$ cat config.mk
export PLATFORM = sky130hd
export DESIGN_NAME = vebc_back
export DESIGN_NICKNAME = d
export VERILOG_FILES = /design/src/hw/rtl/vebc_pkg.sv /design/src/hw/rtl/vebc_back.sv
export SDC_FILE = /design/constraint.sdc
export NUM_CORES = 1
export LEC_CHECK = 0
export ABC_AREA = 1
export BUFFER_PORTS_ARGS = -buffer_cell sky130_fd_sc_hd__buf_2
export CORE_MARGIN = 2
export CORE_UTILIZATION = 32
export DETAILED_ROUTE_END_ITERATION = 7
export PLACE_DENSITY = 0.63
export SLEW_MARGIN = 20
export SYNTH_ARGS = -nofsm -noshare
export SYNTH_HDL_FRONTEND = slang
export SYNTH_SLANG_ARGS = --single-unit
$ cat constraint.sdc
create_clock -name clk -period 1.8 [get_ports clk]
set_input_delay 0.09 -clock clk [delete_from_list [all_inputs] [get_ports clk]]
set_output_delay 0.09 -clock clk [all_outputs]
set_load 0.02 [all_outputs]
$ cat src/hw/rtl/vebc_pkg.sv
package vebc_pkg;

  localparam int FRAC_BITS = 16;
  localparam int COORD_W   = 32;
  localparam int COEF_W    = 18;
  localparam int MUL_W     = COEF_W + COORD_W;
  localparam int SEC_W     = COORD_W + 3;
  localparam int NUM_W     = COORD_W + 1;
  localparam int DIVD_W    = NUM_W + FRAC_BITS;
  localparam int IN_W      = 200;
  localparam int OUT_W     = 136;

  localparam logic signed [COEF_W-1:0] ONE = COEF_W'(1) << FRAC_BITS;
  localparam logic signed [COORD_W-1:0] C_MAX = {1'b0, {(COORD_W-1){1'b1}}};
  localparam logic signed [COORD_W-1:0] C_MIN = {1'b1, {(COORD_W-1){1'b0}}};

  localparam logic [1:0] CFG_X_MIN = 2'd0;
  localparam logic [1:0] CFG_X_MAX = 2'd1;
  localparam logic [1:0] CFG_Y_MIN = 2'd2;
  localparam logic [1:0] CFG_Y_MAX = 2'd3;

  typedef struct packed {
    logic [COEF_W-1:0]  coef_a;
    logic [COEF_W-1:0]  coef_b;
    logic [COORD_W-1:0] coef_c;
    logic               end0_present;
    logic [COORD_W-1:0] end0_x;
    logic [COORD_W-1:0] end0_y;
    logic               end1_present;
    logic [COORD_W-1:0] end1_x;
    logic [COORD_W-1:0] end1_y;
  } edge_t;

  typedef struct packed {
    logic [COORD_W-1:0] x_min;
    logic [COORD_W-1:0] x_max;
    logic [COORD_W-1:0] y_min;
    logic [COORD_W-1:0] y_max;
  } win_t;

  typedef struct packed {
    logic               ok;
    logic               a_one;
    logic               res1;
    logic               res2;
    logic               neg1;
    logic               neg2;
    logic [COORD_W-1:0] a1;
    logic [COORD_W-1:0] a2;
    logic [COORD_W-1:0] s1;
    logic [COORD_W-1:0] s2;
  } side_t;

  function automatic logic [COORD_W-1:0] sat_sec(input logic signed [SEC_W-1:0] v);
    logic [COORD_W-1:0] r;
    if (v > SEC_W'(C_MAX)) r = C_MAX;
    else if (v < SEC_W'(C_MIN)) r = C_MIN;
    else r = v[COORD_W-1:0];
    return r;
  endfunction

  function automatic logic [COORD_W-1:0] sat_quo(input logic [DIVD_W-1:0] q,
                                                 input logic neg);
    logic [COORD_W-1:0] r;
    if (!neg) begin
      if (q > DIVD_W'(C_MAX)) r = C_MAX;
      else r = q[COORD_W-1:0];
    end else begin
      if (q > (DIVD_W'(1) << (COORD_W - 1))) r = C_MIN;
      else r = -q[COORD_W-1:0];
    end
    return r;
  endfunction

endpackage

$ cat src/hw/rtl/vebc_back.sv
module vebc_back
  import vebc_pkg::*;
(
  input  logic              clk,
  input  logic              rst,
  input  logic              en,
  input  logic              in_valid,
  input  side_t             side,
  input  logic [DIVD_W-1:0] q1,
  input  logic [DIVD_W-1:0] q2,
  output logic              out_valid,
  output logic [OUT_W-1:0]  out_data
);

  logic [COORD_W-1:0] p1, p2, xs, ys, xe, ye;

  always_comb begin
    p1 = side.res1 ? sat_quo(q1, side.neg1) : side.a1;
    p2 = side.res2 ? sat_quo(q2, side.neg2) : side.a2;
    xs = side.a_one ? side.s1 : p1;
    ys = side.a_one ? p1 : side.s1;
    xe = side.a_one ? side.s2 : p2;
    ye = side.a_one ? p2 : side.s2;
    if (!side.ok) begin
      xs = '0;
      ys = '0;
      xe = '0;
      ye = '0;
    end
  end

  always_ff @(posedge clk) begin
    if (rst) begin
      out_valid <= 1'b0;
    end else if (en) begin
      out_valid <= in_valid;
    end
    if (en) begin
      out_data <= {7'b0, ye, xe, ys, xs, side.ok};
    end
  end

endmodule

# Word-level counts from Yosys, hierarchy flattened
# Cells that the tools add are included.
op_classes:
  magnitude_cmp: 4
  add_sub_neg: 2
  mux: 12
op_table:
  columns: ["cell", "n"]
  rows:
  - ["32-bit two-way mux", 12]
  - ["49-bit by 31-bit greater-than comparator with 1-bit output (second input constant)", 2]
  - ["49-bit by 32-bit greater-than comparator with 1-bit output (second input constant)", 2]
  - ["32-bit negation", 2]
totals:
  register_bits: 130
  out_inout_bits: 137
  in_bits: 236
  word_cells: 21

# Logic depth before layout (Yosys ltp)
depth:
  depth_word: 5
  depth_mapped: 15
  mapped_depth_nobuf: 14

# Worst setup path after synthesis
# OpenSTA, ideal clock, no wires.
synth_path:
  path_type: "input to register"
  startpoint: "in q2[0]"
  endpoint: "reg out_data[96] (data pin)"
  t_arrival_ns: 1.517
  path_stages: 14
  setup_slack_ns: 0.034
  setup_time_ns: 0.249
  n_path_buf: 1
  cell_sequence: "inv_1 > ha_1 > nand3_2 > nor2_4 > nand2_2 > nor2_1 > nand2_1 > nand2_4 > buf_6 > nand3_1 > nand3_1 > o211ai_1 > nand2_1 > inv_1"
synth_via:
  elab_chain_len: 5
  word_cells_on_any_way: 8
  cone_classes: "1 x add/sub; 2 x order compare; 5 x mux"
synth_lines:
  columns: ["item", "line_no", "source"]
  rows:
  - ["start: declaration", "vebc_back.sv:10", "input logic [DIVD_W-1:0] q2,"]
  - ["49-bit by 31-bit greater-than comparator with 1-bit output (tied with other cells)", "vebc_pkg.sv:66", "if (q > DIVD_W'(C_MAX)) r = C_MAX;"]
  - ["32-bit two-way mux (on tied branches)", "vebc_pkg.sv:66, vebc_pkg.sv:69", null]
  - ["32-bit two-way mux *", "vebc_pkg.sv:65", "if (!neg) begin"]
  - ["32-bit two-way mux *", "vebc_back.sv:19", "p2 = side.res2 ? sat_quo(q2, side.neg2) : side.a2;"]
  - ["32-bit two-way mux *", "vebc_back.sv:22", "xe = side.a_one ? side.s2 : p2;"]
  - ["end signal: assignment", "vebc_back.sv:39", "out_data <= {7'b0, ye, xe, ys, xs, side.ok};"]
  - ["end: declaration", "vebc_back.sv:12", "output logic [OUT_W-1:0] out_data"]
# Every way passes the cells marked *; elsewhere a longest branch is shown, timed or not.
# A chain may end at the register's enable or synchronous reset.

# Worst setup path after layout
layout_path:
  startpoint: "in q1[25]"
  endpoint: "reg out_data[64] (data pin)"
layout_via:
  elab_chain_len: 5
  word_cells_on_any_way: 8
  cone_classes: "1 x add/sub; 2 x order compare; 5 x mux"
layout_lines:
  columns: ["item", "line_no", "source"]
  rows:
  - ["start: declaration", "vebc_back.sv:9", "input logic [DIVD_W-1:0] q1,"]
  - ["49-bit by 31-bit greater-than comparator with 1-bit output (tied with other cells)", "vebc_pkg.sv:66", null]
  - ["32-bit two-way mux (on tied branches)", "vebc_pkg.sv:66, vebc_pkg.sv:69", null]
  - ["32-bit two-way mux *", "vebc_pkg.sv:65", null]
  - ["32-bit two-way mux *", "vebc_back.sv:18", "p1 = side.res1 ? sat_quo(q1, side.neg1) : side.a1;"]
  - ["32-bit two-way mux *", "vebc_back.sv:21", "ys = side.a_one ? p1 : side.s1;"]
# Marks and branches as above.

==> summary.md <==
| Metric | Value |
|---|---|
| NetSw | 3.077 mW |
| Crit share post-route | between 80% and 90% |
| Clock skew | 0 ps |
| Syn Area/Cell | about 6.8 sq um |
| Arrival time worst endpoint | around 1800 ps |
| Min cycle time layout | around 1600 ps |
| WL final | 40.24 mm |
| Seq pwr share | a little under 40% |
| Mapped Cells | 1491 |
| Synth warn | 0 |
| Cell row count | 65 |
| RSZ-0062 raised after global routing | false |
| Crit-path cells | buf_2, nor2_1, nand2_1, nor2_1, nand2_1, nor2_2, nand2_2, nand2_4, nand2_1, o21bai_1, buf_4, nand3_1, nand2_1, inv_1 |
| DP HPWL | 32.17 mm |
| Nets | about 2200 |
| Port buffer count | ~370 |
| Required @ worst endpoint | 1990 ps |
| Slowest CP cell | nor2_1 |
| CP Capture Type | flip-flop |
| CP Launch Type | input pin |
| Sequential fraction of the synthesis area | 38.44% |
| Int Power | 6.584 mW |
| VDD IR max | about 0.63 mV |
| H-tree depth | 4 |
| Drt pass-1 iters | 6 |
| Clock root cell | clkbuf_16 |
| Count of cell types in the netlist | 33 |
| Top cells by area, synth | edfxtp_1 38%, nand2_1 14%, nand3_1 8.9%, a21oi_1 6.8%, nor2_1 6.4% |
| Clk pwr share | 36.9% |
| Chip height | 181.9 um |
| Chip width | 181.9 um |
| Worst Setup Slack, final | 195.2 ps |
| Post-synth top area share | 38.24% |
| Non-Filler Cell Area, Final | about 14000 sq um |
| Switching share of power | a little under a third |
| Routed vias | 12040 |
| Pleak | 6.766 nW |
| Die area | 33090 sq um |
| Status | finished clean |
| Layout area overhead | 40.34% |
| Cell Area, Placed | 13590 sq um |
| Most common cell in the netlist | nand2_1 |
| Clock sink count | 130 |
| Share of layout cells above drive strength 1 | between 30% and 40% |
| Core footprint | 31390 sq um |
| I/O Pins | 373 |
| Setup Fix Bufs, Post-CTS | 0 |
| Clk_lat worst skew | between 400 and 500 ps |
| Wire length of the first global-routing pass | 60.91 mm |
| Synth Cell Area | ~10000 sq um |
| Share of flip-flops with an asynchronous set or reset | 0% |
| Vias per inst | around 5 |
| Total track usage | 23.81% |
| List of most frequent post-synthesis cells | 376 x nand2_1, 181 x nand3_1, 172 x nor2_1 |
| DRC violations left | 0 |
| CP max FO | 7 |
| CTS tree | yes |
| Initial Util | 32.27% |
| Max-slew violation count | 0 |
| Antenna violations before repair | 5 |
| Gpl congestion | 0.9704 |
| Combinational power share | 24.5% |
| FMAX | ~0.62 GHz |
| Clock-pin slew on the worst setup and hold paths | 60 ps |
| Max-cap viol count | 0 |
| Worst min-delay path category | input pin to flip-flop |
| Final count of negative-setup-slack endpoints | 0 |
| R2R Setup Slk | 660 ps |
| CP peak stage delay | between 300 and 400 ps |
| Fill cell count | 3274 |
| TritonCTS Buffers | 17 |
| Largest net degree at the start of global routing | 91 |
| Post-synth EDFFs | 129 |
| Final Hold Vio Count | 0 |
| CTS Hold Bufs | 2 |
| DRT iter0 DRCs | about 940 |
| Global route total overflow | 0 |
| CTS resizes | 0 |
| Vias in the first global route | ~11000 |
| Area leader, netlist | edfxtp_1 |
| Ys flop type | edfxtp_1 |
| Post-route ant nets | 0 |
| CP most frequent cell | nand2_1 |
| Drt wl/cell | 16.80 um |
| Dpl ws | -259.1 ps |
| Crit path kind | input pin to flip-flop |
| Buffer levels on the longest clock path | 2 |
| PD cells | 679.6 nW/um^2 |
| #FFs+latches synth | 130 |
## cell type report
type / instances / area (sq um) / area share (%)
clock inverter: 15 / 172.7 / 1.215
multi-input combinational: 1132 / 5304 / 37.31
timing repair buffer: 541 / 3324 / 23.39
clock buffer: 17 / 425.4 / 2.992
inverter: 154 / 580.6 / 4.084
tap: 402 / 503.0 / 3.538
sequential: 130 / 3894 / 27.39
antenna: 5 / 12.51 / 0.08801
## metal layers
metal  global-route usage [%]  vias to the layer above  share of wire (%)
met5                        0                        -                  0
met4                    8.516                        0                2.8
met3                    3.430                       61                7.0
met2                    39.59                      554                 47
met1                    31.64                     5526                 43
li1                         -                     5894                  -
## power by group through the flow
stage / Clock [mW] / Combinational, mW / Sequential, mW
floorplan: 0 / 0.817 / 4.14
global placement: 0 / 2.33 / 3.78
detailed placement: 0 / 2.35 / 3.79
CTS: 3.62 / 2.36 / 3.73
global route: 3.75 / 2.58 / 3.74
finish: 3.57 / 2.37 / 3.72
## state kept, by name, indices dropped and copies added, names as in the netlist
| signal | flops |
|---|---|
| out_valid | 1 |
| out_data | 129 |
## cell families after synthesis
group           share of synthesized area [%]
simple gates                            36.40
compound gates                          12.60
buf+inv                                 9.424
flops                                   38.44
xor+xnor                                2.507
fa+ha+maj                              0.4941
other cells                           0.03702
mux                                   0.09882
## path summary, 6_finish.rpt
path / end / cells past startpoint / start
worst max-delay path: out_data[64]$_SDFFCE_PN0P_ / 14 / q1[25]
worst min-delay path: out_data[45]$_SDFFCE_PN0P_ / 3 / side[44]
worst max register to register: out_valid$_SDFFE_PP0P_ / 3 / out_valid$_SDFFE_PP0P_
worst min register to register: out_valid$_SDFFE_PP0P_ / 3 / out_valid$_SDFFE_PP0P_
## cell usage in the layout (no fill, tap or decap), types with 6 or more instances in the layout
cell type	synthesis	routed
nand2_1	376	376
buf_2	7	363
nand3_1	181	181
nor2_1	172	172
buf_4	9	162
inv_1	150	149
a21oi_1	138	138
edfxtp_1	129	129
o21ai_0	103	103
or2_2	44	44
nand4_1	28	28
xor2_1	24	24
clkbuf_16	0	17
buf_12	0	13
nand3b_1	8	8
nor2_2	8	8
conb_1	1	7
nor3_1	6	6
nand2_2	6	6
## through the flow
stage / power [mW] / instances / hold WS (ps) / util (%) / TNS, ps
4_1_cts: 9.709 / 2391 / 11.39 / 45.25 / 0
5_1_grt: 10.07 / 2395 / 21.39 / 45.28 / 0
3_5_place_dp: 6.139 / 2357 / 254.6 / 43.28 / -10990
2_1_floorplan: 4.954 / 1497 / 162.4 / - / 0
3_3_place_gp: 6.111 / 2357 / 247.2 / 43.28 / -12280
6_report: 9.661 / 2396 / 27.95 / 45.29 / 0
## critical path, delay by kind of cell
| family | cells | cell delay [ps] |
|---|---|---|
| compound gates | 1 | 200 |
| buf+inv | 3 | 290 |
| simple gates | 10 | 1210 |
Note: power is estimated with default switching activity, not from simulation.
