==> src/hw/rtl/vebc_pkg.sv <==
package vebc_pkg;

  localparam int FRAC_BITS = 16;
  localparam int COORD_W   = 32;
  localparam int COEF_W    = 18;
  localparam int MUL_W     = COEF_W + COORD_W;
  localparam int SEC_W     = COORD_W + 3;
  localparam int NUM_W     = COORD_W + 1;
  localparam int DIVD_W    = NUM_W + FRAC_BITS;
  localparam int IN_W      = 200;
  localparam int OUT_W     = 136;

  localparam logic signed [COEF_W-1:0] ONE = COEF_W'(1) << FRAC_BITS;
  localparam logic signed [COORD_W-1:0] C_MAX = {1'b0, {(COORD_W-1){1'b1}}};
  localparam logic signed [COORD_W-1:0] C_MIN = {1'b1, {(COORD_W-1){1'b0}}};

  localparam logic [1:0] CFG_X_MIN = 2'd0;
  localparam logic [1:0] CFG_X_MAX = 2'd1;
  localparam logic [1:0] CFG_Y_MIN = 2'd2;
  localparam logic [1:0] CFG_Y_MAX = 2'd3;

  typedef struct packed {
    logic [COEF_W-1:0]  coef_a;
    logic [COEF_W-1:0]  coef_b;
    logic [COORD_W-1:0] coef_c;
    logic               end0_present;
    logic [COORD_W-1:0] end0_x;
    logic [COORD_W-1:0] end0_y;
    logic               end1_present;
    logic [COORD_W-1:0] end1_x;
    logic [COORD_W-1:0] end1_y;
  } edge_t;

  typedef struct packed {
    logic [COORD_W-1:0] x_min;
    logic [COORD_W-1:0] x_max;
    logic [COORD_W-1:0] y_min;
    logic [COORD_W-1:0] y_max;
  } win_t;

  typedef struct packed {
    logic               ok;
    logic               a_one;
    logic               res1;
    logic               res2;
    logic               neg1;
    logic               neg2;
    logic [COORD_W-1:0] a1;
    logic [COORD_W-1:0] a2;
    logic [COORD_W-1:0] s1;
    logic [COORD_W-1:0] s2;
  } side_t;

  function automatic logic [COORD_W-1:0] sat_sec(input logic signed [SEC_W-1:0] v);
    logic [COORD_W-1:0] r;
    if (v > SEC_W'(C_MAX)) r = C_MAX;
    else if (v < SEC_W'(C_MIN)) r = C_MIN;
    else r = v[COORD_W-1:0];
    return r;
  endfunction

  function automatic logic [COORD_W-1:0] sat_quo(input logic [DIVD_W-1:0] q,
                                                 input logic neg);
    logic [COORD_W-1:0] r;
    if (!neg) begin
      if (q > DIVD_W'(C_MAX)) r = C_MAX;
      else r = q[COORD_W-1:0];
    end else begin
      if (q > (DIVD_W'(1) << (COORD_W - 1))) r = C_MIN;
      else r = -q[COORD_W-1:0];
    end
    return r;
  endfunction

endpackage

==> src/hw/rtl/vebc_front.sv <==
module vebc_front
  import vebc_pkg::*;
(
  input  logic              clk,
  input  logic              rst,
  input  logic              en,
  input  logic              in_valid,
  input  edge_t             din,
  input  win_t              win,
  output logic              out_valid,
  output side_t             side,
  output logic [DIVD_W-1:0] dvd1,
  output logic [DIVD_W-1:0] dvd2,
  output logic [COEF_W-1:0] dvs
);

  logic v1, v2, v3;

  // stage 1: axis select, primary limits
  logic                       a_one, swap, e1, e2, rej;
  logic signed [COORD_W-1:0]  ep1, ep2, plo, phi, a1, a2;
  logic                       s1_a_one, s1_rej;
  logic signed [COEF_W-1:0]   s1_coef;
  logic signed [COORD_W-1:0]  s1_c, s1_a1, s1_a2;

  always_comb begin
    a_one = $signed(din.coef_a) == ONE;
    swap  = a_one && !din.coef_b[COEF_W-1];
    e1    = swap ? din.end1_present : din.end0_present;
    e2    = swap ? din.end0_present : din.end1_present;
    ep1   = a_one ? (swap ? din.end1_y : din.end0_y) : din.end0_x;
    ep2   = a_one ? (swap ? din.end0_y : din.end1_y) : din.end1_x;
    plo   = a_one ? win.y_min : win.x_min;
    phi   = a_one ? win.y_max : win.x_max;
    a1    = (e1 && ep1 > plo) ? ep1 : plo;
    a2    = (e2 && ep2 < phi) ? ep2 : phi;
    rej   = (a1 > phi) || (a2 < plo);
  end

  always_ff @(posedge clk) begin
    if (rst) begin
      v1 <= 1'b0;
    end else if (en) begin
      v1 <= in_valid;
    end
    if (en) begin
      s1_a_one <= a_one;
      s1_rej   <= rej;
      s1_coef  <= a_one ? din.coef_b : din.coef_a;
      s1_c     <= din.coef_c;
      s1_a1    <= a1;
      s1_a2    <= a2;
    end
  end

  // stage 2: products
  logic                       s2_a_one, s2_rej;
  logic signed [COEF_W-1:0]   s2_coef;
  logic signed [COORD_W-1:0]  s2_c, s2_a1, s2_a2;
  logic signed [MUL_W-1:0]    s2_p1, s2_p2;

  always_ff @(posedge clk) begin
    if (rst) begin
      v2 <= 1'b0;
    end else if (en) begin
      v2 <= v1;
    end
    if (en) begin
      s2_a_one <= s1_a_one;
      s2_rej   <= s1_rej;
      s2_coef  <= s1_coef;
      s2_c     <= s1_c;
      s2_a1    <= s1_a1;
      s2_a2    <= s1_a2;
      s2_p1    <= MUL_W'(s1_coef) * MUL_W'(s1_a1);
      s2_p2    <= MUL_W'(s1_coef) * MUL_W'(s1_a2);
    end
  end

  // stage 3: secondary coordinate, floor shift
  logic                       s3_a_one, s3_rej;
  logic signed [COEF_W-1:0]   s3_coef;
  logic signed [COORD_W-1:0]  s3_c, s3_a1, s3_a2;
  logic signed [SEC_W-1:0]    s3_b1, s3_b2;

  always_ff @(posedge clk) begin
    if (rst) begin
      v3 <= 1'b0;
    end else if (en) begin
      v3 <= v2;
    end
    if (en) begin
      s3_a_one <= s2_a_one;
      s3_rej   <= s2_rej;
      s3_coef  <= s2_coef;
      s3_c     <= s2_c;
      s3_a1    <= s2_a1;
      s3_a2    <= s2_a2;
      s3_b1    <= SEC_W'(s2_c) - SEC_W'(s2_p1 >>> FRAC_BITS);
      s3_b2    <= SEC_W'(s2_c) - SEC_W'(s2_p2 >>> FRAC_BITS);
    end
  end

  // stage 4: window test, clamp targets, divider operands
  logic signed [COORD_W-1:0] slo, shi, t1, t2;
  logic signed [SEC_W-1:0]   slo_e, shi_e;
  logic signed [NUM_W-1:0]   n1, n2;
  logic                      hi1, lo1, hi2, lo2, nz;
  logic [NUM_W-1:0]          m1, m2;

  always_comb begin
    slo   = s3_a_one ? win.x_min : win.y_min;
    shi   = s3_a_one ? win.x_max : win.y_max;
    slo_e = SEC_W'(slo);
    shi_e = SEC_W'(shi);
    hi1   = s3_b1 > shi_e;
    lo1   = s3_b1 < slo_e;
    hi2   = s3_b2 > shi_e;
    lo2   = s3_b2 < slo_e;
    t1    = (hi1 && !(shi < slo)) ? shi : slo;
    t2    = (hi2 && !(shi < slo)) ? shi : slo;
    n1    = NUM_W'(s3_c) - NUM_W'(t1);
    n2    = NUM_W'(s3_c) - NUM_W'(t2);
    m1    = n1[NUM_W-1] ? -n1 : n1;
    m2    = n2[NUM_W-1] ? -n2 : n2;
    nz    = s3_coef != '0;
  end

  always_ff @(posedge clk) begin
    if (rst) begin
      out_valid <= 1'b0;
    end else if (en) begin
      out_valid <= v3;
    end
    if (en) begin
      side.ok    <= !s3_rej && !((hi1 && hi2) || (lo1 && lo2));
      side.a_one <= s3_a_one;
      side.res1  <= (hi1 || lo1) && nz;
      side.res2  <= (hi2 || lo2) && nz;
      side.neg1  <= n1[NUM_W-1] ^ s3_coef[COEF_W-1];
      side.neg2  <= n2[NUM_W-1] ^ s3_coef[COEF_W-1];
      side.a1    <= s3_a1;
      side.a2    <= s3_a2;
      side.s1    <= (hi1 || lo1) ? t1 : sat_sec(s3_b1);
      side.s2    <= (hi2 || lo2) ? t2 : sat_sec(s3_b2);
      dvd1       <= {m1, {FRAC_BITS{1'b0}}};
      dvd2       <= {m2, {FRAC_BITS{1'b0}}};
      dvs        <= s3_coef[COEF_W-1] ? -s3_coef : s3_coef;
    end
  end

endmodule

==> config.mk <==
export PLATFORM = sky130hd
export DESIGN_NAME = vebc_front
export DESIGN_NICKNAME = d
export VERILOG_FILES = /design/src/hw/rtl/vebc_pkg.sv /design/src/hw/rtl/vebc_front.sv
export SDC_FILE = /design/constraint.sdc
export NUM_CORES = 2
export LEC_CHECK = 0
export ABC_AREA = 1
export BUFFER_PORTS_ARGS = -buffer_cell sky130_fd_sc_hd__buf_4
export CORE_UTILIZATION = 25
export CTS_CLUSTER_SIZE = 24
export DETAILED_ROUTE_END_ITERATION = 12
export PLACE_DENSITY_LB_ADDON = 0.3
export SLEW_MARGIN = 20
export SYNTH_ARGS = -nofsm -noshare
export SYNTH_HDL_FRONTEND = slang
export SYNTH_SLANG_ARGS = --single-unit
==> constraint.sdc <==
create_clock -name clk -period 14.6 [get_ports clk]
set_clock_uncertainty 0.1 [all_clocks]
set_input_delay 0.73 -clock clk [delete_from_list [all_inputs] [get_ports clk]]
set_output_delay 0.73 -clock clk [all_outputs]
set_load 0.005 [all_outputs]
# [Word level (Yosys, flattened, before mapping)]
# Cells that the tools add are included.
[word_totals] reg_bits=740 out_inout_bits=251
[op_classes] bitwise=2 multipliers=2 magnitude_cmp=13 n_reduce_logical=19 n_eq_ne=1 addsub=7 muxes=24
[op_table] cell="2-to-1 mux 32 bit" count=20
[op_table] cell="multiplier 18 x 32 -> 50 bit" count=2
[op_table] cell="less-than comparator 32 bit" count=3
[op_table] cell="greater-than comparator 35 x 32 -> 1 bit" count=2
[op_table] cell="greater-than comparator 35 x 32 -> 1 bit (second input constant)" count=2
[op_table] cell="less-than comparator 35 x 32 -> 1 bit" count=2
[op_table] cell="less-than comparator 35 x 32 -> 1 bit (second input constant)" count=2
[op_table] cell="subtractor 32 x 34 -> 35 bit" count=2
[op_table] cell="negation 33 bit" count=2
[op_table] cell="subtractor 32 x 32 -> 33 bit" count=2
[op_table] cell="greater-than comparator 32 bit" count=2
[op_table] cell="== test 18 bit (second input constant)" count=1
[op_table] cell="2-to-1 mux 18 bit" count=1
[op_table] cell="negation 18 bit" count=1
[op_table] cell="nonzero test 18 bit" count=1
[op_table] cell="2-to-1 mux 17 bit" count=1
[op_table] cell="logical AND 1 bit" count=10
[op_table] cell="logical NOT 1 bit" count=4
[op_table] cell="logical OR 1 bit" count=4
[op_table] cell="2-to-1 mux 1 bit" count=2
[op_table] cell="bitwise XOR 1 bit" count=2

# [Depth between registers and ports, before layout]
[logic_depth] ltp_word=9 mapped_depth=52

# [Worst setup path after synthesis]
# OpenSTA, ideal clock, no wires.
[synth_path] path_kind="register to register" from="register s3_a_one" to="register dvd2[42] (data pin)" path_buffers=6 slack_ns=7.871 path_stages_with_launch=43 synth_period_minus_slack_ns=6.729 t_arrival_ns=6.368 t_required_ns=14.238 cell_sequence="edfxtp_1 -> buf_2 -> clkbuf_1 -> buf_1 -> mux2i_1 -> ha_1 -> a21boi_0 -> o211ai_1 -> nand2_1 -> nand3_1 -> nand2_1 -> nand3_1 -> a21oi_1 -> o2111ai_1 -> nand2_1 -> xor2_1 -> or2_1 -> buf_2 -> (+7 left out) -> a21oi_2 -> o21ai_2 -> a21oi_2 -> o21ai_2 -> a21boi_2 -> o21bai_1 -> a21boi_2 -> o21ai_2 -> a21oi_2 -> inv_1 -> nand2_1 -> nand2_1 -> nand2_1 -> nand2_1 -> inv_2 -> buf_4 -> o21ai_0 -> xnor2_1"
[synth_between] elab_chain_len=8 word_cells_on_any_way=10
[synth_rtl] item="start, declared" line_no="vebc_front.sv:81" source="logic s3_a_one, s3_rej;"
[synth_rtl] item="start signal, assigned" line_no="vebc_front.sv:93" source="s3_a_one <= s2_a_one;"
[synth_rtl] item="2-to-1 mux 32 bit, on equally long branches" line_no="vebc_front.sv:113, vebc_front.sv:112"
[synth_rtl] item="less-than comparator 32 bit" line_no="vebc_front.sv:121" source="t2 = (hi2 && !(shi < slo)) ? shi : slo;"
[synth_rtl] item="logical NOT 1 bit" line_no="vebc_front.sv:121"
[synth_rtl] item="logical AND 1 bit" line_no="vebc_front.sv:121"
[synth_rtl] item="2-to-1 mux 32 bit (*)" line_no="vebc_front.sv:121"
[synth_rtl] item="subtractor 32 x 32 -> 33 bit (*)" line_no="vebc_front.sv:123" source="n2 = NUM_W'(s3_c) - NUM_W'(t2);"
[synth_rtl] item="negation 33 bit" line_no="vebc_front.sv:125" source="m2 = n2[NUM_W-1] ? -n2 : n2;"
[synth_rtl] item="2-to-1 mux 32 bit (*)" line_no="vebc_front.sv:125"
[synth_rtl] item="net m2[26]" line_no="vebc_front.sv:109" source="logic [NUM_W-1:0] m1, m2;"
[synth_rtl] item="end signal, assigned" line_no="vebc_front.sv:147" source="dvd2 <= {m2, {FRAC_BITS{1'b0}}};"
[synth_rtl] item="end, declared" line_no="vebc_front.sv:13" source="output logic [DIVD_W-1:0] dvd2,"
# The timed path passes the listed nets; every way through them passes the cells marked *.
# A chain may end at the register's enable or synchronous reset.

# [Worst setup path after layout]
[layout_path] from="register s3_a_one" to="register dvd2[47] (data pin)"
# Same word-level chain as after synthesis.

==> impl_metrics.yaml <==
detailed_routing:
  vias: 60910
  dr.pass1.iters: 5
  via_per_inst: 4.565
  drc: 0
  first_iter_violations: 4405
  ant_nets: 0
  wl_um: 304900
  wl_per_cell_um: 22.85
outcome:
  status: "finished, final reports clean"
placement:
  port_buffers: 548
  dp_hpwl_um: 247400
  gp_congestion: 0.9397
die:
  start_util: 0.2517
  die-area_um2: 319900
  die_h_um: 565.6
  coreArea_um2: 315500
  fp-row-count: 206
  die_w_um: 565.6
  pin_count: 581
synth:
  postSynth.asyncResetShare: 0
  synthDistinctLibCells: 67
  yosys_register_bits: 708
  synth_top_family_by_area: "adder cells"
  ys_seq_area_frac: 0.2673
  avgSynthCellArea_um2: 9.193
  synthCells: 8637
  synth-xor-area-share: 0.03230
  synth-main-ff-cell: "edfxtp_1"
  synthAdderAreaFrac: 0.3837
  yosysWarnings: 0
  synth_edf_count: 704
  synth_area_um2: 79400
  synthMuxAreaShare: 0.002143
  synth-compound-area-share: 0.08183
  yosys.area_share.simple: 0.1273
finish:
  area_growth_syn_to_layout_pct: 15.33
  multiInputGateArea_um2: 49960
  layout-drive-gt1-share: 0.1104
  n_fill_cell: 33540
  final_nets: 11200
  register_area_um2: 21220
clocking:
  cts_resized: 0
  cts_tree: "done"
  htreeDepth: 3
  cts_root_buffer: "clkbuf_16"
  clock_latency_ns: 0.73
  holdBufCountCts: 0
  cts_setup_buffers: 0
  cts_sinks: 708
  numCtsBuffers: 79
  path_clk_slew_ns: 0.07
  cts_buffer_depth: 3
worst_setup_path:
  cp-endpoint: "dvd2[47]$_DFFE_PP_"
  ff2ff_setup_slack_ns: 4.91
  critPathMaxFanout: 78
  worstSetupEndpointType: "flop"
  reg2reg_depth: 42
  crit_start: "s3_a_one$_DFFE_PP_"
  reg2reg_from: "s3_a_one$_DFFE_PP_"
  r2r_end: "dvd2[47]$_DFFE_PP_"
  crit_path_max_incr_delay_ns: 0.78
  cpMaxStageDelayCell: "nand2_1"
  crit_top_cell: "nand2_1"
  worstPathArrival_ns: 10.06
  cp-start-kind: "flop"
  worst_ep_required_time_ns: 14.97
  path_class: "reg2reg"
global_routing:
  grt_max_degree: 166
  track_usage: 0.1881
  grt_pass1_vias: 61200
  grt-ovfl-total: 0
  grt_pass1_wl_um: 434700
  antenna_found_initial: 37
sta:
  finalMaxSlewViolations: 0
  fmax_mhz: 103.2
  period_share: 0.6638
  final.setup.tns_ns: 0
  min_period_ns: 9.691
  hold_viol_final: 0
  setup_viol: 0
  tightest_slew_ns: 1.267
  slew_headroom: 0.1461
  rsz0062_at_grt: "false"
run:
  max_cap_violations: 0
worst_hold_path:
  hold_path.class: "in2reg"
[cells in the final DEF, fill, tap and decap left out, types with 62 or more instances in the layout]
cell type / Yosys / routed
nand2_1: 1838 / 1837
nand3_1: 97 / 96
nor2_1: 346 / 345
xor2_1: 184 / 184
inv_1: 1803 / 1802
edfxtp_1: 704 / 704
a21oi_1: 367 / 365
nand4_1: 62 / 62
clkbuf_16: 0 / 79
o21ai_0: 484 / 459
ha_1: 662 / 662
or2_2: 64 / 66
xnor2_1: 94 / 94
fa_1: 1108 / 1108
buf_4: 33 / 725
[cells in the mapped netlist (all sizes together) (75+ instances only)]
| master | number | area share |
|---|---|---|
| nand2 | 1850 | 0.088 |
| inv | 1810 | 0.086 |
| fa | 1108 | 0.28 |
| edfxtp | 704 | 0.27 |
| ha | 662 | 0.10 |
| o21ai | 519 | 0.033 |
| a21oi | 379 | 0.025 |
| nor2 | 350 | 0.017 |
| clkbuf | 306 | 0.014 |
| xor2 | 188 | 0.021 |
| nand3 | 99 | 0.0064 |
| xnor2 | 98 | 0.011 |
| buf | 75 | 0.0052 |
[worst min-delay path by stage]
stage | cells past startpoint | slack (ns) | startpoint | end
finish | 1 | 0.07 | din[133] | s1_c[3]$_DFFE_PP_
global route | 1 | 0.04 | din[154] | s1_c[24]$_DFFE_PP_
CTS | 1 | 0.01 | din[154] | s1_c[24]$_DFFE_PP_
detailed placement | 0 | 0.30 | s1_c[10]$_DFFE_PP_ | s2_c[10]$_DFFE_PP_
global placement | 0 | 0.30 | s2_a1[6]$_DFFE_PP_ | s3_a1[6]$_DFFE_PP_
floorplan | 0 | 0.30 | s1_a_one$_DFFE_PP_ | s2_a_one$_DFFE_PP_
[flip-flops by register name, indices dropped and copies added (netlist names), 32 cells and up]
| register | cells |
|---|---|
| side | 134 |
| s3_b1 | 35 |
| s3_b2 | 35 |
| s2_p1 | 34 |
| s2_p2 | 34 |
| dvd1 | 33 |
| dvd2 | 33 |
| s1_a1 | 32 |
| s1_a2 | 32 |
| s1_c | 32 |
| s2_a1 | 32 |
| s2_a2 | 32 |
| s2_c | 32 |
| s3_a1 | 32 |
| s3_a2 | 32 |
| s3_c | 32 |
[area by class of cell]
type	count	area share
tap	4160	0.05684
sequential	708	0.2317
antenna	15	0.0004099
multi-input combinational	5765	0.5456
clock buffer	87	0.02192
clock inverter	58	0.007733
inverter	1814	0.07435
timing repair buffer	735	0.06146
[per-stage QoR]
step,worst slack (ns),util,std cells,hold WS (ns),instance area [um^2]
6_report,4.909,0.2903,13340,0.07051,91580
3_5_place_dp,5.047,0.2815,13180,0.3045,88790
5_1_grt,4.353,0.2902,13330,0.03875,91560
2_1_floorplan,7.871,-,8668,0.3003,79520
3_3_place_gp,5.082,0.2814,13180,0.3005,88790
4_1_cts,5.003,0.2901,13330,0.01390,91510
[layer usage]
metal  GRT usage  wire (um)  share of wire  vias up
li1            -          -              -    27930
met1      0.2366     127000           0.42    30500
met2      0.3192     144700           0.47     2070
met3     0.02456      17610          0.058      398
met4     0.08804      15430          0.051       12
met5           0         90        0.00030        -
[critical path: cells and delay by family, from the launching register on]
family	cells	cell delay, ns
compound gates	22	3.74
buf+inv	6	2.16
simple gates	11	1.90
fa+ha+maj	3	1.04
flops	1	0.32
[cells by family after synthesis]
logic type,Yosys count
and+or+nand+nor,2508
buffers and inverters,2195
adders and majority gates,1770
AOI/OAI and AO/OA,1152
DFF,708
xor gates and xnor gates,286
muxes,17
other,1
Power is not shown: default switching activity piles up to over one toggle a cycle in this logic, so the estimate is an artifact.
